**src/hdl/rag_pkg.sv**
```systemverilog
package rag_pkg;

	localparam int DATA_W  = 32;
	localparam int COORD_W = 8;

	localparam logic CMD_ASSIGN = 1'b0;
	localparam logic CMD_QUERY  = 1'b1;

	// register index taken from paddr[2]
	localparam logic REG_INIT_VALUE = 1'b0;

	localparam logic signed [DATA_W-1:0] MIN_IDENTITY = 32'sh7fff_ffff;

	typedef struct packed {
		logic signed [DATA_W-1:0] min;
		logic signed [DATA_W-1:0] tag;
		logic                     pend;
	} node_word_t;

	localparam int NODE_W = $bits(node_word_t);

	typedef struct packed {
		logic clear;
		logic load;
		logic read;
		logic eval;
		logic push;
		logic clrp;
		logic desc;
		logic up;
		logic finish;
	} ctl_cmd_t;

	typedef struct packed {
		logic cfg_wr;
		logic clr_done;
		logic empty;
		logic disj;
		logic cov;
		logic pend;
		logic push_last;
		logic is_query;
		logic dep_zero;
		logic top_last;
		logic out_busy;
	} ctl_sts_t;

endpackage

```
**src/hdl/rag_ctrl.sv**
```systemverilog
module rag_ctrl (
	input  logic              clk,
	input  logic              arst_n,
	input  logic              in_valid,
	output logic              in_stall,
	input  rag_pkg::ctl_sts_t sts,
	output rag_pkg::ctl_cmd_t cmd
);
	import rag_pkg::*;

	typedef enum logic [3:0] {
		ST_CLEAR, ST_IDLE, ST_CHECK, ST_READ, ST_EVAL,
		ST_PUSH, ST_CLRP, ST_DESC, ST_UP, ST_DONE
	} state_t;

	state_t state_q, state_d;

	assign in_stall = (state_q != ST_IDLE) || sts.cfg_wr;

	always_comb begin
		cmd        = '0;
		state_d    = state_q;
		unique case (state_q)
			ST_CLEAR: begin
				cmd.clear = 1'b1;
				if (sts.clr_done && !sts.cfg_wr) begin
					state_d = ST_IDLE;
				end
			end
			ST_IDLE: begin
				if (sts.cfg_wr) begin
					state_d = ST_CLEAR;
				end else if (in_valid) begin
					cmd.load = 1'b1;
					state_d  = ST_CHECK;
				end
			end
			ST_CHECK: begin
				state_d = sts.empty ? ST_DONE : ST_READ;
			end
			ST_READ: begin
				cmd.read = 1'b1;
				state_d  = ST_EVAL;
			end
			ST_EVAL: begin
				cmd.eval = 1'b1;
				priority if (sts.disj || sts.cov) begin
					state_d = ST_UP;
				end else if (sts.pend) begin
					state_d = ST_PUSH;
				end else begin
					state_d = ST_DESC;
				end
			end
			ST_PUSH: begin
				cmd.push = 1'b1;
				if (sts.push_last) begin
					state_d = sts.is_query ? ST_CLRP : ST_DESC;
				end
			end
			ST_CLRP: begin
				cmd.clrp = 1'b1;
				state_d  = ST_DESC;
			end
			ST_DESC: begin
				cmd.desc = 1'b1;
				state_d  = ST_READ;
			end
			ST_UP: begin
				cmd.up = 1'b1;
				priority if (sts.dep_zero) begin
					state_d = ST_DONE;
				end else if (!sts.top_last) begin
					state_d = ST_DESC;
				end
			end
			ST_DONE: begin
				if (!(sts.is_query && sts.out_busy)) begin
					cmd.finish = 1'b1;
					state_d    = ST_IDLE;
				end
			end
			default: state_d = ST_CLEAR;
		endcase
	end

	always_ff @(posedge clk or negedge arst_n) begin
		if (!arst_n) begin
			state_q <= ST_CLEAR;
		end else begin
			state_q <= state_d;
		end
	end

endmodule

```
**config.mk**
```make
export PLATFORM = sky130hd
export DESIGN_NAME = rag_ctrl
export DESIGN_NICKNAME = d
export VERILOG_FILES = /design/src/hdl/rag_pkg.sv /design/src/hdl/rag_ctrl.sv
export SDC_FILE = /design/constraint.sdc
export NUM_CORES = 1
export LEC_CHECK = 0
export ABC_AREA = 1
export ABC_CLOCK_PERIOD_IN_PS = 2490
export BUFFER_PORTS_ARGS = -buffer_cell sky130_fd_sc_hd__buf_4
export CAP_MARGIN = 20
export CORE_AREA = 2 2 47 49
export DETAILED_ROUTE_END_ITERATION = 10
export DIE_AREA = 0 0 49 51
export SLEW_MARGIN = 30
export SYNTH_ARGS = -nofsm -noshare
export SYNTH_HDL_FRONTEND = slang
export SYNTH_SLANG_ARGS = --single-unit
```
**constraint.sdc**
```tcl
create_clock -name clk -period 2.49 [get_ports clk]
set_input_delay 0.498 -clock clk [delete_from_list [all_inputs] [get_ports clk]]
set_output_delay 0.498 -clock clk [all_outputs]
set_load 0.03 [all_outputs]
```
==> results of run 1 <==
-- cell families (layout without fill, tap and decap cells) --
group,Yosys count,after routing,share of synthesized area [%]
AO/OA/AOI/OAI,2,2,2.673
buffers and inverters,17,43,13.64
AND/OR/NAND/NOR,63,63,62.30
flip-flops,4,4,21.39
-- report_power, final --
part | switching, mW | internal (mW)
Sequential | 0.0322 | 0.0859
Combinational | 0.260 | 0.137
Clock | 0.0234 | 0.0537
-- how the worst max path moves through the flow --
| stage | depth (start not counted) | endpoint | slack (ns) | startpoint |
|---|---|---|---|---|
| final | 4 | cmd[7] | 0.53 | state_q[3]$_DFFE_PN0P_ |
| after global routing | 4 | cmd[7] | 0.41 | state_q[3]$_DFFE_PN0P_ |
| after CTS | 4 | cmd[7] | 0.53 | state_q[3]$_DFFE_PN0P_ |
| after detailed placement | 4 | cmd[7] | 0.79 | state_q[3]$_DFFE_PN0P_ |
| after global placement | 4 | cmd[7] | 0.82 | state_q[3]$_DFFE_PN0P_ |
| after floorplan | 3 | cmd[7] | 0.45 | state_q[3]$_DFFE_PN0P_ |
-- per-layer routing --
layer	part of all wire (%)	up-vias
li1	-	318
met1	38	254
met2	53	24
met3	8.5	2
met4	1.3	0
met5	0	-
-- metrics by stage --
stage                     instance area [um2]  power, mW  setup WS, ns  util [%]
after floorplan                         467.9     0.3995        0.4525         -
after global placement                  675.6     0.5162        0.8172     32.75
after detailed placement                675.6     0.5180        0.7865     32.75
after CTS                               698.2     0.6007        0.5297     33.84
after global routing                    698.2     0.6448        0.4051     33.84
final                                   698.2     0.5923        0.5279     33.84
-- cell type report --
class                      count  share of cell area [%]
multi-input combinational     65                   43.55
timing repair buffer          23                   24.73
sequential                     4                   14.34
inverter                      17                   9.140
tap                           28                   5.018
clock buffer                   3                   3.226
-- critical path, stage by stage, from the launching register on --
cell and delay [ns]:
dfrtp_1 0.42, nor2_1 0.33, nand3_1 0.19, nor2_1 0.12, buf_4 0.17
-- cell usage in the layout (no fill, tap or decap) --
master,netlist,layout
o21bai_1,1,1
nand3_1,9,9
nor2_4,3,3
nor2_2,1,1
nand2_1,26,26
dfrtp_1,4,4
nor2_1,16,16
buf_4,0,23
clkbuf_4,0,3
nand2_2,1,1
nand4_1,1,1
nand2_4,1,1
nor3_1,5,5
o21ai_0,1,1
inv_1,15,15
inv_2,2,2
==> results.tsv, run 1 <==
metric	value	unit
met1 usage	11.79	%
cell with the most instances after synthesis	nand2_1	
layout cells sized above 1	30.36	%
Crit path required time	1.99	ns
filler cell count	242	
critical path class	flip-flop to output port	
Ant. Diodes	0	
clock-pin slew of the registers on the worst-case setup and hold paths	0.04	ns
Syn Nets	100	
Tmin final	1.962	ns
CTS root buf	clkbuf_4	
drt total wl	1311	um
io pins	24	
# rows	17	
PwrDens	848.4	nW/um2
setup repair bufs after CTS	0	
die height	51	um
first-pass GRT wire length	2221	um
R2R Path End	state_q[2]$_DFFE_PN0P_	
cell taking the most area after synthesis	dfrtp_1	
GRT Resource Usage Total	11.37	%
Fin. Hold Viols	0	
DIE AREA	2499	um2
fin crit share	78.80	%
Detailed Route Iter0 Violations	12	
Fmax	509.7	MHz
P_leak	0.4269	nW
Tightest Pin Transition	0.3673	ns
WP data arrival	1.46	ns
status	complete, no violations	
area share of the largest cell type after synthesis	21.39	%
# clock sinks	4	
maximum vdd drop	0.2343	mV
Seq cells post-synth	4	
placed insts	137	
Syn Area/Cell	5.441	um2
max cap viols	0	
met2 Use GR	19.41	%
synth top area cells	dfrtp_1, nand2_1, nor2_1, inv_1, nand3_1	
Warnings, synthesis	0	
worst reg2reg path startpoint	state_q[3]$_DFFE_PN0P_	
worst-case clock buffer depth	2	
met3 layer usage reported by global route	3.801	%
synth-to-layout area growth	49.20	%
Top Registers	state_q (4)	
post-CTS sizing	0	
setup violators final	0	
Sequential Area	100.1	um2
CTS hold repair buffers	0	
RSZ-0062 raised after global routing	false	
crit-path max FO	6	
Synth top cells by count	nand2_1, nor2_1, inv_1	
setup TNS	0	ns
HPWL after detailed placement	1122	um
Tightest Hold Check Type	input port to asynchronous set/reset pin	
H-tree depth	1	
largest net degree at the start of global routing	7	
PortBufs	23	
Die Span X	49	um
Clock Skew	0.0005703	ns
CP endpoint kind	output port	
final net count	128	
Core ar.	2063	um2
max reg flops	4	
Hold WS	0.05420	ns
# DRC	0	
Initial Util	22.68	%
Avg WL per Cell	9.364	um
Routed Antenna Nets	0	
CTS tree	yes	
post-synth cell types	14	
Slew headroom	75.42	%
largest reg by FF count	state_q	
router iterations before antenna repair	4	
fraction of registers with async set/reset	100.0	%
Startpoint Class	flip-flop	
RD Place Congestion	0.8719	
area of the multi-input gates	304.0	um2
vias per cell	4.271	
initial antenna violation count	0	
cts bufs inserted	3	
Post-synth EDFFs	0	
fin. max-slew vios	0	
Top Usage Layer GRT	met2	
mapped cell area	467.9	um2
GRT overflow	0	
via count of the routed design	598	
vias in the first global route	581	
flop-to-flop setup slack	1.19	ns
R2R depth	7	
post-route insts no fill	140	
Post-synth top flop	dfrtp_1	
clk_lat worst skew	0.23	ns
Post-Synthesis Cells	86	
post-synthesis sequential area ratio	21.39	%
Note: power is estimated with default switching activity, not from simulation.
==> run 2, diff against run 1 <==
ABC_CLOCK_PERIOD_IN_PS = 1600   (was 2490)
clock period = 1.6 ns   (was 2.49 ns; I/O delays follow)
==> results.tsv, run 2 (synthesis results as in run 1) <==
metric	value	unit	change
post-route setup slack	0.01791	ns	-0.5100 ns
DIE AREA	2499	um2	unchanged
fin. max-slew vios	0		unchanged
drt total wl	1453	um	+11%
router iterations before antenna repair	4		unchanged
worst-case clock buffer depth	2		unchanged
# rows	17		unchanged
HPWL after detailed placement	1140	um	+1.6%
clk_lat worst skew	0.24	ns	about the same
final net count	135		+5.5%
commonest non-fill, non-tap cell in the layout	buf_4		
Die Span X	49	um	unchanged
vias per cell	4.374		+2.4%
CTS tree	yes		
Startpoint Class	flip-flop		
RD Place Congestion	0.8437		-3.2%
P_leak	0.4741	nW	+11%
Tightest Pin Transition	0.2158	ns	-0.1515 ns
max cap viols	0		unchanged
final instance area	825.8	um2	+18%
GRT overflow	0		unchanged
WP data arrival	1.26	ns	-0.20 ns
initial antenna violation count	0		unchanged
synth-to-layout area growth	76.47	%	
largest reg by FF count	state_q		
CP endpoint kind	output port		
commonest non-fill, non-tap cells in the layout	buf_4, nand2_1, inv_1, nor2_1, nand3_1		
critical path class	flip-flop to output port		
vias in the first global route	557		-4.1%
via count of the routed design	643		+7.5%
placed insts	139		+1.5%
post-route insts no fill	147		+5.0%
GRT Resource Usage Total	11.35	%	-0.021 points
Clock Skew	0.008383	ns	+0.007813 ns
# clock sinks	4		unchanged
Crit path required time	1.28	ns	-0.71 ns
cts bufs inserted	3		unchanged
CTS root buf	clkbuf_4		
placed inst area	708.2	um2	+4.8%
RSZ-0062 raised after global routing	true		
Tmin final	1.582	ns	
clock-pin slew of the registers on the worst-case setup and hold paths	0.04	ns	about the same
Initial Util	22.68	%	unchanged
Hold WS	0.4045	ns	+0.3503 ns
max reg flops	4		unchanged
H-tree depth	1		unchanged
maximum vdd drop	0.4640	mV	+98%
PwrDens	1319	nW/um2	+55%
Core ar.	2063	um2	unchanged
Avg WL per Cell	9.884	um	+5.6%
crit-path max FO	5		-1
Top Registers	state_q (4)		
largest net degree at the start of global routing	7		unchanged
layout cells sized above 1	43.70	%	+13 points
Tightest Hold Check Type	input port to flip-flop		
pre-CTS setup slack	0.2129	ns	-0.5736 ns
Slew headroom	85.61	%	+10 points
setup violators final	0		unchanged
first-pass GRT wire length	2228	um	+0.32%
Fmax	632.1	MHz	
# DRC	0		unchanged
io pins	24		unchanged
Fin. Hold Viols	0		unchanged
die height	51	um	unchanged
filler cell count	237		-2.1%
Routed Antenna Nets	0		unchanged
Ant. Diodes	0		unchanged
PortBufs	23		unchanged
status	complete, no violations		
Detailed Route Iter0 Violations	11		-1
fin crit share	98.88	%	
## run 2: final timing paths
check,start,to,slack (ns),cells past startpoint
hold / removal,sts[4],state_q[2]$_DFFE_PN0P_,0.40,4
hold reg to reg,state_q[3]$_DFFE_PN0P_,state_q[3]$_DFFE_PN0P_,0.69,3
setup reg to reg,state_q[3]$_DFFE_PN0P_,state_q[3]$_DFFE_PN0P_,0.28,9
max in group asynchronous,arst_n,state_q[1]$_DFFE_PN0P_,1.07,2
setup / recovery,state_q[3]$_DFFE_PN0P_,cmd[7],0.02,5
min in group asynchronous,arst_n,state_q[3]$_DFFE_PN0P_,0.42,2
## run 2: power by group
| group | leakage (nW) | switching, mW | internal (mW) | total [mW] |
|---|---|---|---|---|
| combinational | 0.411 | 0.470 | 0.300 | 0.770 |
| clock | 0.0138 | 0.0442 | 0.0841 | 0.128 |
| sequential | 0.0495 | 0.0546 | 0.136 | 0.191 |
## run 2: area by class of cell
class / instances / area (um2) / share of cell area [%]
clock buffers: 3 / 22.52 / 2.727
inverters: 17 / 66.31 / 8.030
multi-input cells: 65 / 356.6 / 43.18
flip-flops and latches: 4 / 102.6 / 12.42
well taps: 28 / 35.03 / 4.242
repair buffers: 30 / 242.7 / 29.39
## run 2: worst max-delay path, stage by stage, from the launching register on
cell	delay, ns
dfrtp_2	0.45
nor2_1	0.10
buf_4	0.15
nand3_4	0.10
nor2_4	0.09
buf_6	0.13
## run 2: what timing repair did
action | 4_1_cts | 5_1_grt
endpoints found under the hold margin | 4 | 0
buffers inserted | 1 | 3
hold buffers | 1 | 0
endpoints found under the setup margin | 4 | 9
resized for setup | 7 | 11
pin swaps | 1 | 3
## run 2: per-layer routing
metal	GRT usage, %	part of all wire (%)
met5	0	0
met4	2.381	2.0
met3	4.094	5.1
met2	18.72	45
met1	14.21	47
## run 2: through the flow
step           TNS (ns)  util (%)  total power [mW]
2_1_floorplan         0         -            0.6412
3_3_place_gp          0     34.32            0.8549
6_report              0     40.02             1.089
3_5_place_dp          0     34.32            0.8514
5_1_grt         -0.1279     40.02             1.175
4_1_cts               0     37.36             1.029
==> run 3, diff against run 2 <==
PLACE_DENSITY_LB_ADDON = 0.25   (was default)
==> results.tsv, run 3 (synthesis results as in run 1) <==
metric	value	unit	change
status	complete, no violations		
Sw Pwr	0.5517	mW	-3.0%
CP endpoint kind	output port		
Avg WL per Cell	9.760	um	-1.3%
placed inst area	708.2	um2	unchanged
critical path class	flip-flop to output port		
Clock Skew	0.002060	ns	-0.006323 ns
Initial Util	22.68	%	unchanged
Startpoint Class	flip-flop		
Core Util, Final	38.87	%	-1.2 points
CTS root buf	clkbuf_4		
initial antenna violation count	0		unchanged
Slew headroom	86.84	%	+1.2 points
# rows	17		unchanged
clock-pin slew of the registers on the worst-case setup and hold paths	0.04	ns	about the same
RD Place Congestion	0.8652		+2.5%
synth-to-layout area growth	71.39	%	
Clock power frac	11.3	%	-0.5 points
DIE AREA	2499	um2	unchanged
Core ar.	2063	um2	unchanged
fin. max-slew vios	0		unchanged
Top Registers	state_q (4)		
Ant. Diodes	0		unchanged
Top delay family on crit path	flip-flops		
io pins	24		unchanged
max reg flops	4		unchanged
HPWL after detailed placement	1183	um	+3.8%
router iterations before antenna repair	4		unchanged
Critical Path Max Stage Delay	0.44	ns	about the same
Routed Antenna Nets	0		unchanged
clk_lat worst skew	0.23	ns	about the same
worst-case clock buffer depth	2		unchanged
GRT Resource Usage Total	12.05	%	+0.70 points
Crit path required time	1.28	ns	about the same
Sequential Area	102.6	um2	unchanged
WP data arrival	1.27	ns	about the same
fin crit share	99.08	%	+0.19 points
crit-path max FO	6		+1
setup violators final	0		unchanged
Power Total	1.066	mW	-2.1%
first-pass GRT wire length	2387	um	+7.1%
vias in the first global route	616		+11%
final instance area	802.0	um2	-2.9%
P_leak	0.4574	nW	-3.5%
Die Span X	49	um	unchanged
Buf/Inv on CP	2		unchanged
max cap viols	0		unchanged
Tightest Pin Transition	0.1959	ns	-0.01990 ns
PwrDens	1329	nW/um2	+0.77%
setup TNS	0	ns	unchanged
Flop pwr share	17.3	%	-0.2 points
# clock sinks	4		unchanged
Tmin final	1.585	ns	+0.003111 ns
PortBufs	23		unchanged
cts bufs inserted	3		unchanged
Tightest Hold Check Type	input port to flip-flop		
largest reg by FF count	state_q		
Fin. Hold Viols	0		unchanged
area of the multi-input gates	346.6	um2	-2.8%
drt total wl	1425	um	-1.9%
vias per cell	4.377		about the same
final net count	134		-0.74%
Detailed Route Iter0 Violations	8		-3
CTS tree	yes		
# DRC	0		unchanged
largest net degree at the start of global routing	7		unchanged
die height	51	um	unchanged
Int Pwr	0.5143	mW	-1.1%
Fmax	630.8	MHz	-0.20%
H-tree depth	1		unchanged
CP Cell Sequence	nor2_1 -> buf_4 -> nand3_4 -> nor2_4 -> buf_6		
via count of the routed design	639		-0.62%
layout cells sized above 1	42.37	%	-1.3 points
Slowest cell on crit path	dfrtp_2		
maximum vdd drop	0.4439	mV	-4.3%
GRT overflow	0		unchanged
power share of the combinational group	71.4	%	+0.7 points
RSZ-0062 raised after global routing	true		
filler cell count	242		+2.1%
commonest non-fill, non-tap cells in the layout	nand2_1, buf_4, nor2_1, inv_1, nand3_1		
switching share of total power	51.75	%	-0.48 points
==> run 3: changes by cell type in the layout (fill, tap and decap cells not counted), sizes merged <==
| cell | previous run | this run |
|---|---|---|
| buf | 29 | 28 |
==> run 3: layout make-up <==
type | instances | share of cell area (%)
Multi-Input combinational cell | 65 | 43.21
Timing Repair Buffer | 29 | 28.86
Sequential cell | 4 | 12.79
Inverter | 17 | 7.956
Tap cell | 28 | 4.368
Clock buffer | 3 | 2.808
==> run 3: worst reg2reg max path, delay by kind of cell, from the launching register on <==
family	cells	cell delay, ns
buf+inv	2	0.28
flops	1	0.39
simple gates	7	0.52
==> run 3: routing by layer <==
| metal | vias up | wire (um) | GRT usage, % |
|---|---|---|---|
| met5 | - | 0 | 0 |
| met4 | 0 | 14 | 5.714 |
| met3 | 2 | 89 | 2.924 |
| met2 | 22 | 701 | 20.09 |
| met1 | 285 | 620 | 14.62 |
| li1 | 330 | - | - |
==> run 3: final timing paths <==
kind / startpoint / depth (start not counted) / to / slack, ns
max: state_q[3]$_DFFE_PN0P_ / 5 / cmd[7] / 0.01
min: sts[4] / 4 / state_q[2]$_DFFE_PN0P_ / 0.41
max reg2reg: state_q[0]$_DFFE_PN0P_ / 9 / state_q[3]$_DFFE_PN0P_ / 0.28
min reg2reg: state_q[3]$_DFFE_PN0P_ / 3 / state_q[3]$_DFFE_PN0P_ / 0.69
max in group asynchronous: arst_n / 2 / state_q[1]$_DFFE_PN0P_ / 1.07
min in group asynchronous: arst_n / 2 / state_q[2]$_DFFE_PN0P_ / 0.42
==> run 3: stage by stage <==
stage,instances,hold WS (ns),setup slack [ns]
after floorplan,86,0.02441,0.04784
after global placement,139,0.1168,0.2040
after detailed placement,139,0.1177,0.1958
after CTS,144,0.4079,0.001252
after global routing,146,0.4327,-0.04289
final,146,0.4149,0.01480
==> run 3: repair_timing <==
item	4_1_cts	5_1_grt
pin swaps	2	1
resized for setup	6	7
hold endpoints to repair	4	0
cloned	0	0
setup buffers	1	2
hold buffers	1	0
setup endpoints to repair	3	9
==> run 3: power groups by stage <==
stage / logic [mW] / registers (mW) / clock network (mW)
6_report: 0.761 / 0.184 / 0.121
5_1_grt: 0.840 / 0.186 / 0.131
4_1_cts: 0.718 / 0.180 / 0.128
3_5_place_dp: 0.679 / 0.178 / 0
3_3_place_gp: 0.680 / 0.177 / 0
2_1_floorplan: 0.467 / 0.174 / 0
